**config.mk**
```make
export PLATFORM = sky130hd
export DESIGN_NAME = pud_front_flat
export DESIGN_NICKNAME = d
export VERILOG_FILES = /design/src/rtl/pud_pkg.sv /design/src/rtl/pud_if.sv /design/src/rtl/pud_front.sv /design/src/flat_wrapper.sv
export SDC_FILE = /design/constraint.sdc
export NUM_CORES = 1
export LEC_CHECK = 0
export ABC_AREA = 1
export BUFFER_PORTS_ARGS = -buffer_cell sky130_fd_sc_hd__buf_2
export CAP_MARGIN = 20
export CORE_ASPECT_RATIO = 0.6
export CORE_MARGIN = 4
export CORE_UTILIZATION = 35
export DETAILED_ROUTE_END_ITERATION = 10
export PLACE_DENSITY = 0.56
export SLEW_MARGIN = 10
export SYNTH_ARGS = -nofsm -noshare
export SYNTH_HDL_FRONTEND = slang
export SYNTH_SLANG_ARGS = --single-unit
```
**constraint.sdc**
```tcl
create_clock -name clk -period 3.25 [get_ports clk]
set_input_delay 0.4875 -clock clk [delete_from_list [all_inputs] [get_ports clk]]
set_output_delay 0.4875 -clock clk [all_outputs]
set_load 0.05 [all_outputs]
```
**src/rtl/pud_pkg.sv**
```systemverilog
package pud_pkg;

    localparam int PAGES_PER_BLOCK = 64;
    localparam int NUM_BLOCKS      = 1024;
    localparam int OFF_W           = $clog2(PAGES_PER_BLOCK);
    localparam int BLK_W           = $clog2(NUM_BLOCKS);
    localparam int ADDR_W          = 16;
    localparam int CNT_W           = BLK_W + 1;
    localparam int OCC_W           = 17;
    localparam int WC_W            = 32;
    localparam int DC_W            = 7;
    localparam int PCT_W           = 7;
    localparam int CFG_IDX_W       = 1;
    localparam int CFG_DATA_W      = 17;

    localparam logic [DC_W-1:0]  DC_MAX     = 7'd127;
    localparam logic [OCC_W-1:0] OCC_MAX    = 17'h1FFFF;
    localparam logic [OCC_W-1:0] OCC_LIMIT  = 17'd65536;

    // floor(x / 100) == (x * RECIP_K) >> RECIP_SH for every x below 199728
    localparam logic [17:0] RECIP_K  = 18'd167773;
    localparam int          RECIP_SH = 24;

    localparam logic CMD_WRITE = 1'b0;
    localparam logic CMD_READ  = 1'b1;

    localparam logic [CFG_IDX_W-1:0] CFG_MAX_PAGES      = 1'b0;
    localparam logic [CFG_IDX_W-1:0] CFG_SELECT_PERCENT = 1'b1;

    typedef struct packed {
        logic                 is_write;
        logic [BLK_W-1:0]     blk;
        logic [OFF_W-1:0]     off;
        logic [WC_W-1:0]      wc;
    } item_t;

    typedef struct packed {
        logic                       bvalid;
        logic [DC_W-1:0]            dcount;
        logic [31:0]                hits;
        logic [31:0]                ud;
        logic [31:0]                lw;
        logic [PAGES_PER_BLOCK-1:0] pvalid;
        logic [PAGES_PER_BLOCK-1:0] pdirty;
    } row_t;

    typedef struct packed {
        logic [BLK_W-1:0] idx;
        logic [DC_W-1:0]  dcount;
        logic             gt1;
    } cand_t;

endpackage

```
**src/rtl/pud_if.sv**
```systemverilog
interface pud_access_if import pud_pkg::*; ();
    logic              valid;
    logic              ready;
    logic              cmd;
    logic [ADDR_W-1:0] page_addr;

    modport source (output valid, cmd, page_addr, input ready);
    modport sink   (input valid, cmd, page_addr, output ready);
endinterface


```
**src/rtl/pud_front.sv**
```systemverilog
module pud_front import pud_pkg::*; (
    input  logic         clk,
    input  logic         rst_n,
    pud_access_if.sink   access,
    input  logic         clearing,
    output logic         push_valid,
    input  logic         push_ready,
    output item_t        push_data
);

    logic [WC_W-1:0] wc_reg, wc_next;
    logic            is_write;

    assign is_write     = (access.cmd == CMD_WRITE);
    assign access.ready = push_ready && !clearing;
    assign push_valid   = access.valid && !clearing;

    // every write advances the update counter; the word carries its value
    always_comb
    begin
        wc_next = wc_reg;
        if (access.valid && access.ready && is_write)
        begin
            wc_next = wc_reg + 32'd1;
        end
        push_data.is_write = is_write;
        push_data.blk      = access.page_addr[ADDR_W-1:OFF_W];
        push_data.off      = access.page_addr[OFF_W-1:0];
        push_data.wc       = is_write ? wc_reg + 32'd1 : wc_reg;
    end

    always_ff @(posedge clk or negedge rst_n)
    begin
        if (!rst_n)
        begin
            wc_reg <= '0;
        end
        else
        begin
            wc_reg <= wc_next;
        end
    end

endmodule

```
**src/flat_wrapper.sv**
```systemverilog
// flat-port wrapper written by rule: the top's interface ports become plain ports
module pud_front_flat import pud_pkg::*;
  (clk, rst_n, clearing, push_valid, push_ready, push_data, access_valid, access_cmd, access_page_addr, access_ready);
  pud_access_if access_i ();
  input  logic clk;
  input  logic rst_n;
  input  logic clearing;
  output logic push_valid;
  input  logic push_ready;
  output item_t push_data;
  input wire logic [$bits(access_i.valid)-1:0] access_valid;
  input wire logic [$bits(access_i.cmd)-1:0] access_cmd;
  input wire logic [$bits(access_i.page_addr)-1:0] access_page_addr;
  output wire logic [$bits(access_i.ready)-1:0] access_ready;
  assign access_i.valid = access_valid;
  assign access_i.cmd = access_cmd;
  assign access_i.page_addr = access_page_addr;
  assign access_ready = access_i.ready;
  pud_front u_core (.clk(clk), .rst_n(rst_n), .access(access_i), .clearing(clearing), .push_valid(push_valid), .push_ready(push_ready), .push_data(push_data));
endmodule
```
==> reports/results.txt <==
Outcome: finished clean
Drt first pass iters: 5
Core box area: 6940 µm²
Multi-input logic area: 1520 µm²
Mux share of post-synthesis cell area: 0%
Most frequent cells in the layout: nand2_1, buf_2, nor2_1, dfrtp_1, inv_1
Largest register FFs: 32
Unique masters post-synth: 21
#FFs+latches synth: 32
Synth Area in Compound Gates: 3.08%
CTS tree: done
Most common cell after layout, fill and taps aside: nand2_1
Tmin final: 2620 ps
Register-to-register setup slack: 1560 ps
Post-CTS Hold Buffers: 0
# clock sinks: 32
Sequential area share after synthesis: 30.8%
HP Class: in2async
Residual DRC: 0
Yosys top cell by area: nand2_1
Avg Inst Size Synth: 6.08 µm²
All-Layer GR Usage: 16.4%
Fmax: 382 MHz
Largest cells by area after synthesis: nand2_1, dfrtp_1, buf_4, nor2_1, xor2_1
Width of the die: 119 µm
Pwr Total: 1320 µW
WL per Instance: 12.5 µm
Leakage power: 0.00157 µW
Max FO, Critical Path: 5
Final Skew: 1.92 ps
Share of cells above drive strength 1: 15.6%
Total congestion overflow: 0
CTS Root Cell: clkbuf_16
PwrDens: 451 nW/µm²
Net count, final: 471
Worst vdd ir: 0.000232 V
DP HPWL: 5050 µm
Area growth syn-to-layout: 12.5%
WS Path Type: reg2out
XOR/XNOR share of the synthesized area: 6.02%
Max cap viols: 0
FF-to-FF End: u_core.wc_reg[16]
Initial Util: 37.4%
Worst reg2reg startpoint: u_core.wc_reg[1]
Post-CTS repair timing setup buffer count: 0
Largest family of logic cells by synthesized area: simple AND/OR/NAND/NOR gates
RSZ-0062 raised after global routing: no
Crit. End Element: primary output
Fin Setup TNS: 0 ps
Placer Congestion: 0.839
Min Hold Slack: 296 ps
DIE HEIGHT: 74.7 µm
WL final: 6830 µm
Row cnt: 23
Syn Nets: 450
Largest net degree at the start of global routing: 39
Synthesis Warnings: 0
Rel. slew slack: 46.7%
Fin util: 42.1%
# resized after CTS: 0
Final hold vios: 0
Reg clk slew, reported paths: 50 ps
Post-place setup slack: 939 ps
Worst R2R Path Depth: 8
Final worst path period share: 80.5%
CTS Buf Count: 5
Yosys top cell area share: 34.0%
CP required: 2760 ps
Antenna Cells: 0
Register area: 801 µm²
Setup violators final: 0
Vias in the first global route: 2295
Post-Synth Adder-Cell Area: 0.482%
Iteration-0 DRC Markers: 145
Fraction of the mapped netlist area in simple logic gates: 49.0%
Area of the mapped netlist: 2600 µm²
Crit path DAT: 2130 ps
Final setup margin: 633 ps
Post-route ant nets: 0
Fin. max-slew vios: 0
Vias per cell: 4.54
First-pass GRT wire length: 11500 µm
I/O pins: 73
Worst-Margin Slew: 799 ps
Routed vias: 2488
Critical Path Start Type: flop
Fill cells: 752
Number of buffers added on ports: 40
Cell count after synthesis: 427
Worst-Skew Late Latency: 280 ps
Die ar.: 8910 µm²
CTS HTree Levels: 2
Initial antenna violation count: 0
Clock Path Buffers: 2
==> where the power goes <==
| group | internal, µW | switching (µW) | leakage, µW | total, µW |
|---|---|---|---|---|
| Sequential | 433 | 42.8 | 0.000440 | 476 |
| Clock | 321 | 173 | 0.0000760 | 494 |
| Combinational | 86.3 | 261 | 0.00106 | 347 |
==> cell families after synthesis <==
kind of cell               count (synthesis)
buffers and inverters                     55
adders and majority gates                  1
AOI/OAI and AO/OA                         16
and+or+nand+nor                          306
xor gates and xnor gates                  17
DFF                                       32
==> worst max-delay path, cell delays in order, from the launching register on <==
cell     delay [ps]
dfrtp_1         400
ha_1            220
nand2_1          70
nor2_2          170
nand2_2         170
nor2_4          210
xor2_1          230
nand2_1          70
nand2_1          60
buf_2           250
==> final cells by class <==
class	instances	share of cell area, %
inverter	26	3.34
multi-input combinational	340	52.1
tap	100	4.28
sequential	32	27.4
clock buffer	7	5.23
timing repair buffer	43	7.63
==> through the flow <==
stage / cells / instance area (µm²)
3_5_place_dp: 541 / 2770
2_1_floorplan: 427 / 2600
6_report: 548 / 2920
3_3_place_gp: 541 / 2770
4_1_cts: 548 / 2920
5_1_grt: 548 / 2920
==> Yosys cell counts <==
| cell | n |
|---|---|
| clkinv_1 | 1 |
| nand2_1 | 235 |
| inv_2 | 2 |
| clkbuf_1 | 8 |
| buf_2 | 3 |
| buf_1 | 1 |
| dfrtp_1 | 32 |
| xnor2_1 | 3 |
| xor2_2 | 1 |
| o21ai_0 | 16 |
| nor2_4 | 5 |
| nand3_1 | 16 |
| nor2_2 | 6 |
| nand2_2 | 5 |
| xor2_1 | 13 |
| nand3b_1 | 6 |
| nor2_8 | 1 |
| inv_1 | 23 |
| nor2_1 | 32 |
| ha_1 | 1 |
| buf_4 | 17 |
==> layer usage <==
metal,vias up,global-route usage (%),routed length [µm]
met5,-,0,0
met4,0,5.26,70
met3,6,4.88,472
met2,56,22.2,2620
met1,1106,24.5,3670
li1,1320,-,-
==> how the worst max path moves through the flow <==
stage                     startpoint            end  slack [ps]  cells past startpoint
floorplan           u_core.wc_reg[0]   push_data[8]         620                      6
global placement    u_core.wc_reg[1]  push_data[16]         960                      9
global route        u_core.wc_reg[1]  push_data[16]         470                      9
CTS                 u_core.wc_reg[1]  push_data[16]         620                      9
finish              u_core.wc_reg[1]  push_data[16]         630                      9
detailed placement  u_core.wc_reg[1]  push_data[16]         940                      9
Note: power is estimated with default switching activity, not from simulation.
