$ cat src/rtl/pud_pkg.sv
package pud_pkg;

    localparam int PAGES_PER_BLOCK = 64;
    localparam int NUM_BLOCKS      = 1024;
    localparam int OFF_W           = $clog2(PAGES_PER_BLOCK);
    localparam int BLK_W           = $clog2(NUM_BLOCKS);
    localparam int ADDR_W          = 16;
    localparam int CNT_W           = BLK_W + 1;
    localparam int OCC_W           = 17;
    localparam int WC_W            = 32;
    localparam int DC_W            = 7;
    localparam int PCT_W           = 7;
    localparam int CFG_IDX_W       = 1;
    localparam int CFG_DATA_W      = 17;

    localparam logic [DC_W-1:0]  DC_MAX     = 7'd127;
    localparam logic [OCC_W-1:0] OCC_MAX    = 17'h1FFFF;
    localparam logic [OCC_W-1:0] OCC_LIMIT  = 17'd65536;

    // floor(x / 100) == (x * RECIP_K) >> RECIP_SH for every x below 199728
    localparam logic [17:0] RECIP_K  = 18'd167773;
    localparam int          RECIP_SH = 24;

    localparam logic CMD_WRITE = 1'b0;
    localparam logic CMD_READ  = 1'b1;

    localparam logic [CFG_IDX_W-1:0] CFG_MAX_PAGES      = 1'b0;
    localparam logic [CFG_IDX_W-1:0] CFG_SELECT_PERCENT = 1'b1;

    typedef struct packed {
        logic                 is_write;
        logic [BLK_W-1:0]     blk;
        logic [OFF_W-1:0]     off;
        logic [WC_W-1:0]      wc;
    } item_t;

    typedef struct packed {
        logic                       bvalid;
        logic [DC_W-1:0]            dcount;
        logic [31:0]                hits;
        logic [31:0]                ud;
        logic [31:0]                lw;
        logic [PAGES_PER_BLOCK-1:0] pvalid;
        logic [PAGES_PER_BLOCK-1:0] pdirty;
    } row_t;

    typedef struct packed {
        logic [BLK_W-1:0] idx;
        logic [DC_W-1:0]  dcount;
        logic             gt1;
    } cand_t;

endpackage

$ cat src/rtl/pud_fifo.sv
module pud_fifo import pud_pkg::*; (
    input  logic  clk,
    input  logic  rst_n,
    input  logic  push_valid,
    output logic  push_ready,
    input  item_t push_data,
    output logic  pop_valid,
    input  logic  pop_ready,
    output item_t pop_data
);

    item_t       mem_reg [2];
    logic        wp_reg, wp_next;
    logic        rp_reg, rp_next;
    logic [1:0]  cnt_reg, cnt_next;
    logic        do_push, do_pop;

    assign push_ready = (cnt_reg != 2'd2);
    assign pop_valid  = (cnt_reg != 2'd0);
    assign pop_data   = mem_reg[rp_reg];
    assign do_push    = push_valid && push_ready;
    assign do_pop     = pop_valid && pop_ready;

    always_comb
    begin
        wp_next  = do_push ? ~wp_reg : wp_reg;
        rp_next  = do_pop ? ~rp_reg : rp_reg;
        cnt_next = cnt_reg + {1'b0, do_push} - {1'b0, do_pop};
    end

    always_ff @(posedge clk or negedge rst_n)
    begin
        if (!rst_n)
        begin
            wp_reg  <= 1'b0;
            rp_reg  <= 1'b0;
            cnt_reg <= 2'd0;
        end
        else
        begin
            wp_reg  <= wp_next;
            rp_reg  <= rp_next;
            cnt_reg <= cnt_next;
        end
    end

    always_ff @(posedge clk)
    begin
        if (do_push)
        begin
            mem_reg[wp_reg] <= push_data;
        end
    end

endmodule

$ cat config.mk
export PLATFORM = sky130hd
export DESIGN_NAME = pud_fifo
export DESIGN_NICKNAME = d
export VERILOG_FILES = /design/src/rtl/pud_pkg.sv /design/src/rtl/pud_fifo.sv
export SDC_FILE = /design/constraint.sdc
export NUM_CORES = 1
export LEC_CHECK = 0
export ABC_AREA = 1
export BUFFER_PORTS_ARGS = -buffer_cell sky130_fd_sc_hd__buf_2
export CORE_ASPECT_RATIO = 0.6
export CORE_MARGIN = 2
export CORE_UTILIZATION = 25
export DETAILED_ROUTE_END_ITERATION = 12
export PLACE_DENSITY = 0.52
export SYNTH_ARGS = -nofsm -noshare
export SYNTH_HDL_FRONTEND = slang
export SYNTH_SLANG_ARGS = --single-unit
$ cat constraint.sdc
create_clock -name clk -period 6.2 [get_ports clk]
set_input_delay 0.31 -clock clk [delete_from_list [all_inputs] [get_ports clk]]
set_output_delay 0.31 -clock clk [all_outputs]
set_load 0.05 [all_outputs]
==> impl_metrics.env, run 1 <==
export IMPL_status="finished clean"
export IMPL_max_freq_ghz=0.399
export IMPL_cp_start_kind="flip-flop"
export IMPL_ff2ff_path_depth=3
export IMPL_port_buffers=103
export IMPL_nNetsFinal=448
export IMPL_worst_pin_slew_ns=1.15
export IMPL_path_common_cell="nand2_1"
export IMPL_clk_pin_slew_worst_paths_ns=0.07
export IMPL_largest_reg_flops=98
export IMPL_cp_num_buf_inv=2
export IMPL_synth_cell_type_count=12
export IMPL_syn_area_per_cell_sq_um=13.3
export IMPL_rows=35
export IMPL_antenna_found_initial=0
export IMPL_ff2ff_setup_slack_ns=4.31
export IMPL_detail_route_antenna_nets=0
export IMPL_core_area_sq_mm=0.0152
export IMPL_grt_usage=0.0934
export IMPL_rsz0062_at_grt="false"
export IMPL_synth_top_cell_area_share=0.766
export IMPL_finalSetupTns_ns=0
export IMPL_cp_end_kind="output pin"
export IMPL_path_class="reg -> out"
export IMPL_wl_microns=7490
export IMPL_ys_seq_area_frac=0.792
export IMPL_htreeDepth=3
export IMPL_ctsResizeCount=0
export IMPL_crit_slowest_cell="dfrtp_2"
export IMPL_hold_path_end="mem_reg[1][14]"
export IMPL_grt_max_degree=52
export IMPL_place_congestion=0.700
export IMPL_crit_arrival_ns=2.20
export IMPL_cts_setup_buffers=0
export IMPL_dp_worst_setup_slack_ns=3.99
export IMPL_path_delay_family="flip-flops"
export IMPL_syn_nets=343
export IMPL_routedWlPerCell_microns=12.5
export IMPL_min_path_type="in -> reg"
export IMPL_cts_tree="yes"
export IMPL_maxSlewHeadroom=0.233
export IMPL_synth_warnings=0
export IMPL_final_core_util=0.317
export IMPL_drt_initial_drc_count=132
export IMPL_dp_cells=584
export IMPL_yosysTopAreaCell="edfxtp_1"
export IMPL_skew_ns=0.00619
export IMPL_slew_viol_final=0
export IMPL_fp_dieH_microns=100
export IMPL_clockBufferDepth=2
export IMPL_drtPass1Iterations=4
export IMPL_synth_seq_cells=102
export IMPL_vias=2333
export IMPL_drc=0
export IMPL_clock_latency_ns=0.33
export IMPL_setup_violations=0
export IMPL_maxCapViolCount=0
export IMPL_die_x_microns=164
export IMPL_min_period_ns=2.51
export IMPL_cts_root_buf="clkbuf_16"
export IMPL_grt_pass1_vias=2282
export IMPL_r2r_end="mem_reg[0][39]"
export IMPL_final_period_utilization=0.405
export IMPL_cts_hold_buf=1
export IMPL_synthTopCellsByArea="edfxtp_1 (77%), nand2_1 (16%), dfrtp_1 (2.6%)"
export IMPL_critical_path_max_stage_delay_ns=1.04
export IMPL_num_io_pins=104
export IMPL_path_max_fanout=51
export IMPL_diodes=0
export IMPL_hp_start="push_data[14]"
export IMPL_viasPerCell=3.88
export IMPL_setup_slack_ns=3.69
export IMPL_fin_cells=601
export IMPL_die_area_sq_mm=0.0164
export IMPL_grt_pass1_wl_microns=11600
export IMPL_crit_required_ns=5.89
export IMPL_syn_inst=288
export IMPL_finalHoldViolations=0
export IMPL_r2r_start="cnt_reg[1]"
export IMPL_numCtsBuffers=9
export IMPL_cp_cell_sequence="inv_8, nand2_1, nand2_1, buf_2"
export IMPL_hold_depth=1
export IMPL_area_growth_pct=25.5
export IMPL_dp_hpwl_microns=4530
export IMPL_clock_sinks=102
export IMPL_synth_area_sq_mm=0.00384
export IMPL_start_util=0.253
export IMPL_grt_overflow=0
export IMPL_drive_gt1_frac=0.309
==> Yosys cell counts, drive strengths merged <==
library cell,n
buf,11
dfrtp,4
edfxtp,98
ha,2
inv,9
nand2,160
nand3,3
nor2,1
==> worst max path at each step <==
stage | start | endpoint | cells after the start
after floorplan | cnt_reg[1] | mem_reg[1][0] | 3
after global placement | rp_reg | pop_data[44] | 4
after detailed placement | rp_reg | pop_data[44] | 4
after CTS | rp_reg | pop_data[44] | 4
after global routing | rp_reg | pop_data[44] | 4
final | rp_reg | pop_data[44] | 4
==> metal layers <==
layer	track usage	part of all wire
met1	0.126	0.49
met2	0.138	0.43
met3	0.0347	0.069
met4	0.0344	0.015
met5	0	0
==> final cells by class <==
type / count / area, sq um
fillers: 1552 / 10400
flip-flops and latches: 102 / 3040
multi-input cells: 166 / 657
repair buffers: 105 / 533
well taps: 203 / 254
clock buffers: 10 / 229
clock inverters: 6 / 62.6
inverters: 9 / 41.3
==> layout by cell type, fill, tap and decap left out <==
cell type | Yosys | layout
nand2_1 | 160 | 160
nand3_1 | 2 | 2
clkbuf_1 | 0 | 1
inv_8 | 1 | 1
buf_2 | 0 | 103
ha_1 | 2 | 2
nand3_2 | 1 | 1
dlygate4sd3_1 | 0 | 1
nor2_4 | 0 | 1
dfrtp_2 | 0 | 1
buf_4 | 5 | 1
bufinv_16 | 0 | 1
inv_2 | 0 | 1
clkinv_4 | 0 | 1
clkinv_2 | 0 | 1
edfxtp_1 | 98 | 98
clkbuf_16 | 0 | 9
inv_1 | 8 | 7
clkinvlp_4 | 0 | 2
clkinv_1 | 0 | 1
dfrtp_1 | 4 | 3
==> cell families after synthesis <==
group | count (synthesis) | synth area share
flip-flops | 102 | 0.792
buffers and inverters | 20 | 0.0391
adder cells (fa/ha/maj) | 2 | 0.00651
AND/OR/NAND/NOR | 164 | 0.162
==> metrics by stage <==
stage          cell area [sq um]  hold WS [ns]
6_report                    4820         0.161
3_5_place_dp                4520         0.129
4_1_cts                     4820         0.142
2_1_floorplan               3840        0.0144
3_3_place_gp                4520         0.124
5_1_grt                     4820         0.141
==> worst reg2reg max path, cell delays in order (launching register included) <==
cell     delay [ns]
dfrtp_1        0.40
nand2_1        0.12
nand3_1        0.11
inv_2          0.81
Power of run 1 is left out: the tool's default activity adds up to more than one toggle a clock period on the data nets, which glitch-free logic cannot reach.
==> run 2: changes to the inputs <==
--- a/config.mk
+++ b/config.mk
@@ -11,7 +11,7 @@
 export CORE_MARGIN = 2
 export CORE_UTILIZATION = 25
 export DETAILED_ROUTE_END_ITERATION = 12
-export PLACE_DENSITY = 0.52
+export PLACE_DENSITY = 0.54
 export SYNTH_ARGS = -nofsm -noshare
 export SYNTH_HDL_FRONTEND = slang
 export SYNTH_SLANG_ARGS = --single-unit
==> constraint.sdc (replaced) <==
create_clock -name clk -period 2.15 [get_ports clk]
set_input_delay 0.1075 -clock clk [delete_from_list [all_inputs] [get_ports clk]]
set_output_delay 0.1075 -clock clk [all_outputs]
set_load 0.05 [all_outputs]
==> run 2 against run 1 <==
First-iteration DRC count shrank 11%. Critical path depth is the same. Core utilization rose by 3.4 points. Wire length increased by 6.8%. Clock skew grew 0.0021 ns. Via count up 9.4%. Flip-flop and latch count unchanged. Register-to-register slack lost 3.6 ns. Non-clock buffer count rose by 52. Global-route usage grew 0.86 points. Sequential share of layout area fell by 6.1 points. Critical endpoint is now pop_data[16].
==> impl_metrics.env, run 2 (synthesized netlist as in run 1, its figures left out) <==
export IMPL_finalPower_mw=8.02
export IMPL_fp_dieH_microns=100
export IMPL_path_class="reg -> out"
export IMPL_numCtsBuffers=9
export IMPL_crit_arrival_ns=1.82
export IMPL_maxSlewHeadroom=0.629
export IMPL_max_freq_ghz=0.519
export IMPL_holdWs_ns=0.0244
export IMPL_area_growth_pct=38.9
export IMPL_num_io_pins=104
export IMPL_grt_max_degree=51
export IMPL_final_common_cell="nand2_1"
export IMPL_min_path_type="in -> reg"
export IMPL_grt_use_met3=0.0409
export IMPL_viasPerCell=3.91
export IMPL_rsz0062_at_grt="false"
export IMPL_drive_gt1_frac=0.278
export IMPL_clockBufferDepth=2
export IMPL_p_leak_nw=2.26
export IMPL_cts_setup_buffers=0
export IMPL_place_congestion=0.742
export IMPL_path_max_fanout=24
export IMPL_fin_cells=653
export IMPL_grt_overflow=0
export IMPL_grtUsageMet2=0.164
export IMPL_die_x_microns=164
export IMPL_ff_latch_area_sq_mm=0.00304
export IMPL_largest_reg_flops=98
export IMPL_maxCapViolCount=0
export IMPL_skew_ns=0.00826
export IMPL_multi_input_area_sq_um=657
export IMPL_grt_busiest_layer="met2"
export IMPL_drt_initial_drc_count=118
export IMPL_final_period_utilization=0.896
export IMPL_clock_latency_ns=0.34
export IMPL_power_density_mw_per_mm2=1500
export IMPL_routedWlPerCell_microns=12.2
export IMPL_dp_cells=587
export IMPL_grt_usage=0.102
export IMPL_slew_viol_final=0
export IMPL_grt_pass1_vias=2580
export IMPL_worst_pin_slew_ns=0.556
export IMPL_setup_violations=0
export IMPL_core_area_sq_mm=0.0152
export IMPL_cts_root_buf="clkbuf_16"
export IMPL_die_area_sq_mm=0.0164
export IMPL_clock_sinks=102
export IMPL_min_period_ns=1.93
export IMPL_drtPass1Iterations=4
export IMPL_dp_hpwl_microns=4810
export IMPL_grt_pass1_wl_microns=12800
export IMPL_cp_end_kind="output pin"
export IMPL_port_buffers=103
export IMPL_status="finished clean"
export IMPL_drc=0
export IMPL_vias=2552
export IMPL_diodes=0
export IMPL_htreeDepth=3
export IMPL_fill_cells=1501
export IMPL_rows=35
export IMPL_finalHoldViolations=0
export IMPL_wl_microns=8000
export IMPL_peakVddDrop_v=0.000703
export IMPL_antenna_found_initial=0
export IMPL_clk_pin_slew_worst_paths_ns=0.06
export IMPL_crit_required_ns=2.04
export IMPL_nNetsFinal=500
export IMPL_cp_start_kind="flip-flop"
export IMPL_detail_route_antenna_nets=0
export IMPL_start_util=0.253
export IMPL_cts_hold_buf=50
export IMPL_finalSetupTns_ns=0
export IMPL_met1_usage=0.130
export IMPL_cts_tree="yes"
export IMPL_ctsResizeCount=0
export IMPL_final_cell_mix="nand2_1 (160), buf_2 (103), edfxtp_1 (98)"
## run 2: metrics by stage
stage | util | instance area, sq um | setup slack [ns]
global route | 0.351 | 5340 | 0.0888
CTS | 0.351 | 5340 | 0.153
global placement | 0.301 | 4570 | 0.545
detailed placement | 0.301 | 4570 | 0.533
floorplan | - | 3850 | 0.00659
finish | 0.351 | 5340 | 0.225
## run 2: area by class of cell
| class | instances | share of cell area |
|---|---|---|
| inverter | 9 | 0.00844 |
| timing repair buffer | 157 | 0.201 |
| clock inverter | 5 | 0.00656 |
| tap | 203 | 0.0476 |
| sequential | 102 | 0.570 |
| multi-input combinational | 166 | 0.123 |
| clock buffer | 11 | 0.0436 |
## run 2: path summary, 6_finish.rpt
| path | slack [ns] | from | cells past startpoint | endpoint |
|---|---|---|---|---|
| setup reg to reg | 0.69 | cnt_reg[1] | 10 | cnt_reg[1] |
| min in group asynchronous | 0.11 | rst_n | 2 | cnt_reg[0] |
| max in group asynchronous | 1.90 | rst_n | 2 | rp_reg |
| hold reg to reg | 0.49 | wp_reg | 2 | wp_reg |
| setup / recovery | 0.22 | rp_reg | 4 | pop_data[16] |
| hold / removal | 0.02 | pop_ready | 3 | rp_reg |
## run 2: metal layers
metal  part of all wire  vias to the layer above  routed length [microns]
li1                   -                     1273                        -
met1               0.49                     1197                     3930
met2               0.44                       71                     3490
met3              0.061                       11                      484
met4              0.012                        0                       94
met5                  0                        -                        0
## run 2: worst max-delay path, stage by stage (launching register included)
cell and delay, ns:
dfrtp_2 0.72, buf_4 0.32, nand2_1 0.07, nand2_1 0.09, buf_2 0.26
## run 2: power breakdown
part	internal, mW	switching [mW]	total, mW
Clock	0.786	0.687	1.47
Sequential	2.71	0.185	2.89
Combinational	0.767	2.89	3.66
Power figures use the tool's default switching activity.
==> run 3: changes to the inputs <==
--- a/config.mk
+++ b/config.mk
@@ -9,9 +9,9 @@
 export BUFFER_PORTS_ARGS = -buffer_cell sky130_fd_sc_hd__buf_2
 export CORE_ASPECT_RATIO = 0.6
 export CORE_MARGIN = 2
-export CORE_UTILIZATION = 25
+export CORE_UTILIZATION = 40
 export DETAILED_ROUTE_END_ITERATION = 12
-export PLACE_DENSITY = 0.54
+export PLACE_DENSITY = 0.66
 export SYNTH_ARGS = -nofsm -noshare
 export SYNTH_HDL_FRONTEND = slang
 export SYNTH_SLANG_ARGS = --single-unit
==> run 3 against run 2 <==
Clock skew down 0.0020 ns. Wire length down 2.7%. Final cell count down 11%. Clock power up 16%. Register-to-register slack better by 0.02 ns. Core utilization up 22 points. Design area down 0.56%. Global-route usage up 5.0 points. Flip-flop and latch count unchanged. Largest power group unchanged.
==> impl_metrics.env, run 3 (synthesized netlist as in run 1, its figures left out) <==
export IMPL_cp_start_kind="flip-flop"
export IMPL_power_switching_mw=3.74
export IMPL_fin_cells=579
export IMPL_cts_tree="yes"
export IMPL_max_freq_ghz=0.523
export IMPL_htreeDepth=3
export IMPL_wl_microns=7780
export IMPL_vias=2545
export IMPL_crit_required_ns=2.04
export IMPL_core_area_sq_mm=0.00926
export IMPL_worst_pin_slew_ns=0.570
export IMPL_dp_cells=513
export IMPL_crit_arrival_ns=1.80
export IMPL_min_path_type="in -> reg"
export IMPL_finalSetupTns_ns=0
export IMPL_status="finished clean"
export IMPL_nNetsFinal=499
export IMPL_internal_power_mw=4.51
export IMPL_cts_hold_buf=50
export IMPL_port_buffers=103
export IMPL_fp_dieH_microns=79.9
export IMPL_grt_pass1_wl_microns=11700
export IMPL_finalHoldViolations=0
export IMPL_maxSlewHeadroom=0.620
export IMPL_drc=0
export IMPL_cts_root_buf="clkbuf_16"
export IMPL_p_clk_frac=0.206
export IMPL_viasPerCell=4.40
export IMPL_switching_share=0.454
export IMPL_num_io_pins=104
export IMPL_holdWs_ns=0.0490
export IMPL_power_density_mw_per_mm2=1550
export IMPL_cp_startpoint="rp_reg"
export IMPL_clockBufferDepth=2
export IMPL_comb_power_share=0.443
export IMPL_grt_usage=0.152
export IMPL_path_class="reg -> out"
export IMPL_peakVddDrop_v=0.000882
export IMPL_numCtsBuffers=9
export IMPL_diodes=0
export IMPL_drive_gt1_frac=0.283
export IMPL_clock_latency_ns=0.34
export IMPL_antenna_found_initial=0
export IMPL_final_cell_mix="nand2_1 (160), buf_2 (103), edfxtp_1 (98)"
export IMPL_cts_setup_buffers=0
export IMPL_drt_initial_drc_count=150
export IMPL_grt_overflow=0
export IMPL_routedWlPerCell_microns=13.4
export IMPL_ctsResizeCount=0
export IMPL_power_frac_seq=0.351
export IMPL_skew_ns=0.00627
export IMPL_min_period_ns=1.91
export IMPL_maxCapViolCount=0
export IMPL_die_area_sq_mm=0.0104
export IMPL_clk_pin_slew_worst_paths_ns=0.06
export IMPL_hp_start="pop_ready"
export IMPL_setup_violations=0
export IMPL_p_leak_nw=2.28
export IMPL_area_growth_pct=38.2
export IMPL_drtPass1Iterations=4
export IMPL_path_max_fanout=50
export IMPL_final_period_utilization=0.889
export IMPL_cp_end_kind="output pin"
export IMPL_start_util=0.415
export IMPL_largest_reg_flops=98
export IMPL_clock_sinks=102
export IMPL_dp_hpwl_microns=4600
export IMPL_grt_pass1_vias=2421
export IMPL_place_congestion=0.784
export IMPL_final_common_cell="nand2_1"
export IMPL_grt_max_degree=51
export IMPL_slew_viol_final=0
export IMPL_rsz0062_at_grt="false"
export IMPL_detail_route_antenna_nets=0
export IMPL_die_x_microns=131
export IMPL_r2r_start="cnt_reg[1]"
export IMPL_rows=27
## run 3: cell types whose count changed in the layout (fill, tap and decap cells not counted)
cell	change
buf_12	+1
buf_4	-2
bufinv_16	+2
clkbuf_1	-2
clkinv_1	-1
clkinv_4	+1
clkinvlp_4	+1
inv_6	-1
## run 3: worst paths after layout
path,end,cells past startpoint,slack [ns]
min reg2reg,wp_reg,2,0.47
min in group asynchronous,cnt_reg[1],2,0.11
max,pop_data[29],4,0.24
max reg2reg,cnt_reg[1],10,0.71
min,rp_reg,3,0.05
max in group asynchronous,rp_reg,2,1.91
## run 3: per-layer routing
metal  GRT usage  share of wire  vias up  routed length [microns]
li1            -              -     1272                        -
met1       0.196           0.46     1182                     3590
met2       0.243           0.47       84                     3650
met3      0.0603          0.061        7                      478
met4      0.0351         0.0080        0                       62
met5           0              0        -                        0
## run 3: power groups by stage
| stage | clock (mW) | sequential, mW | combinational, mW |
|---|---|---|---|
| 6_report | 1.70 | 2.90 | 3.65 |
| 5_1_grt | 1.84 | 2.95 | 3.91 |
| 4_1_cts | 1.75 | 2.91 | 3.69 |
| 3_5_place_dp | 0 | 2.95 | 3.61 |
| 3_3_place_gp | 0 | 2.93 | 3.58 |
| 2_1_floorplan | 0 | 2.84 | 2.93 |
## run 3: cell type report
type,instances,area [sq um]
inverters,9,45.0
fillers,777,3950
flip-flops and latches,102,3040
multi-input cells,166,657
repair buffers,156,1080
clock inverters,7,98.8
well taps,130,163
clock buffers,9,225
## run 3: critical path: stages, from the launching register on
cell and delay, ns:
dfrtp_2 0.62, inv_8 0.33, nand2_1 0.08, nand2_1 0.10, buf_2 0.28
## run 3: metrics by stage
stage / power, mW / setup slack (ns) / util / area, sq um
finish: 8.25 / 0.239 / 0.574 / 5310
global route: 8.70 / 0.126 / 0.574 / 5310
CTS: 8.35 / 0.232 / 0.574 / 5310
detailed placement: 6.56 / 0.619 / 0.484 / 4480
global placement: 6.51 / 0.637 / 0.484 / 4480
floorplan: 5.77 / 0.00659 / - / 3850
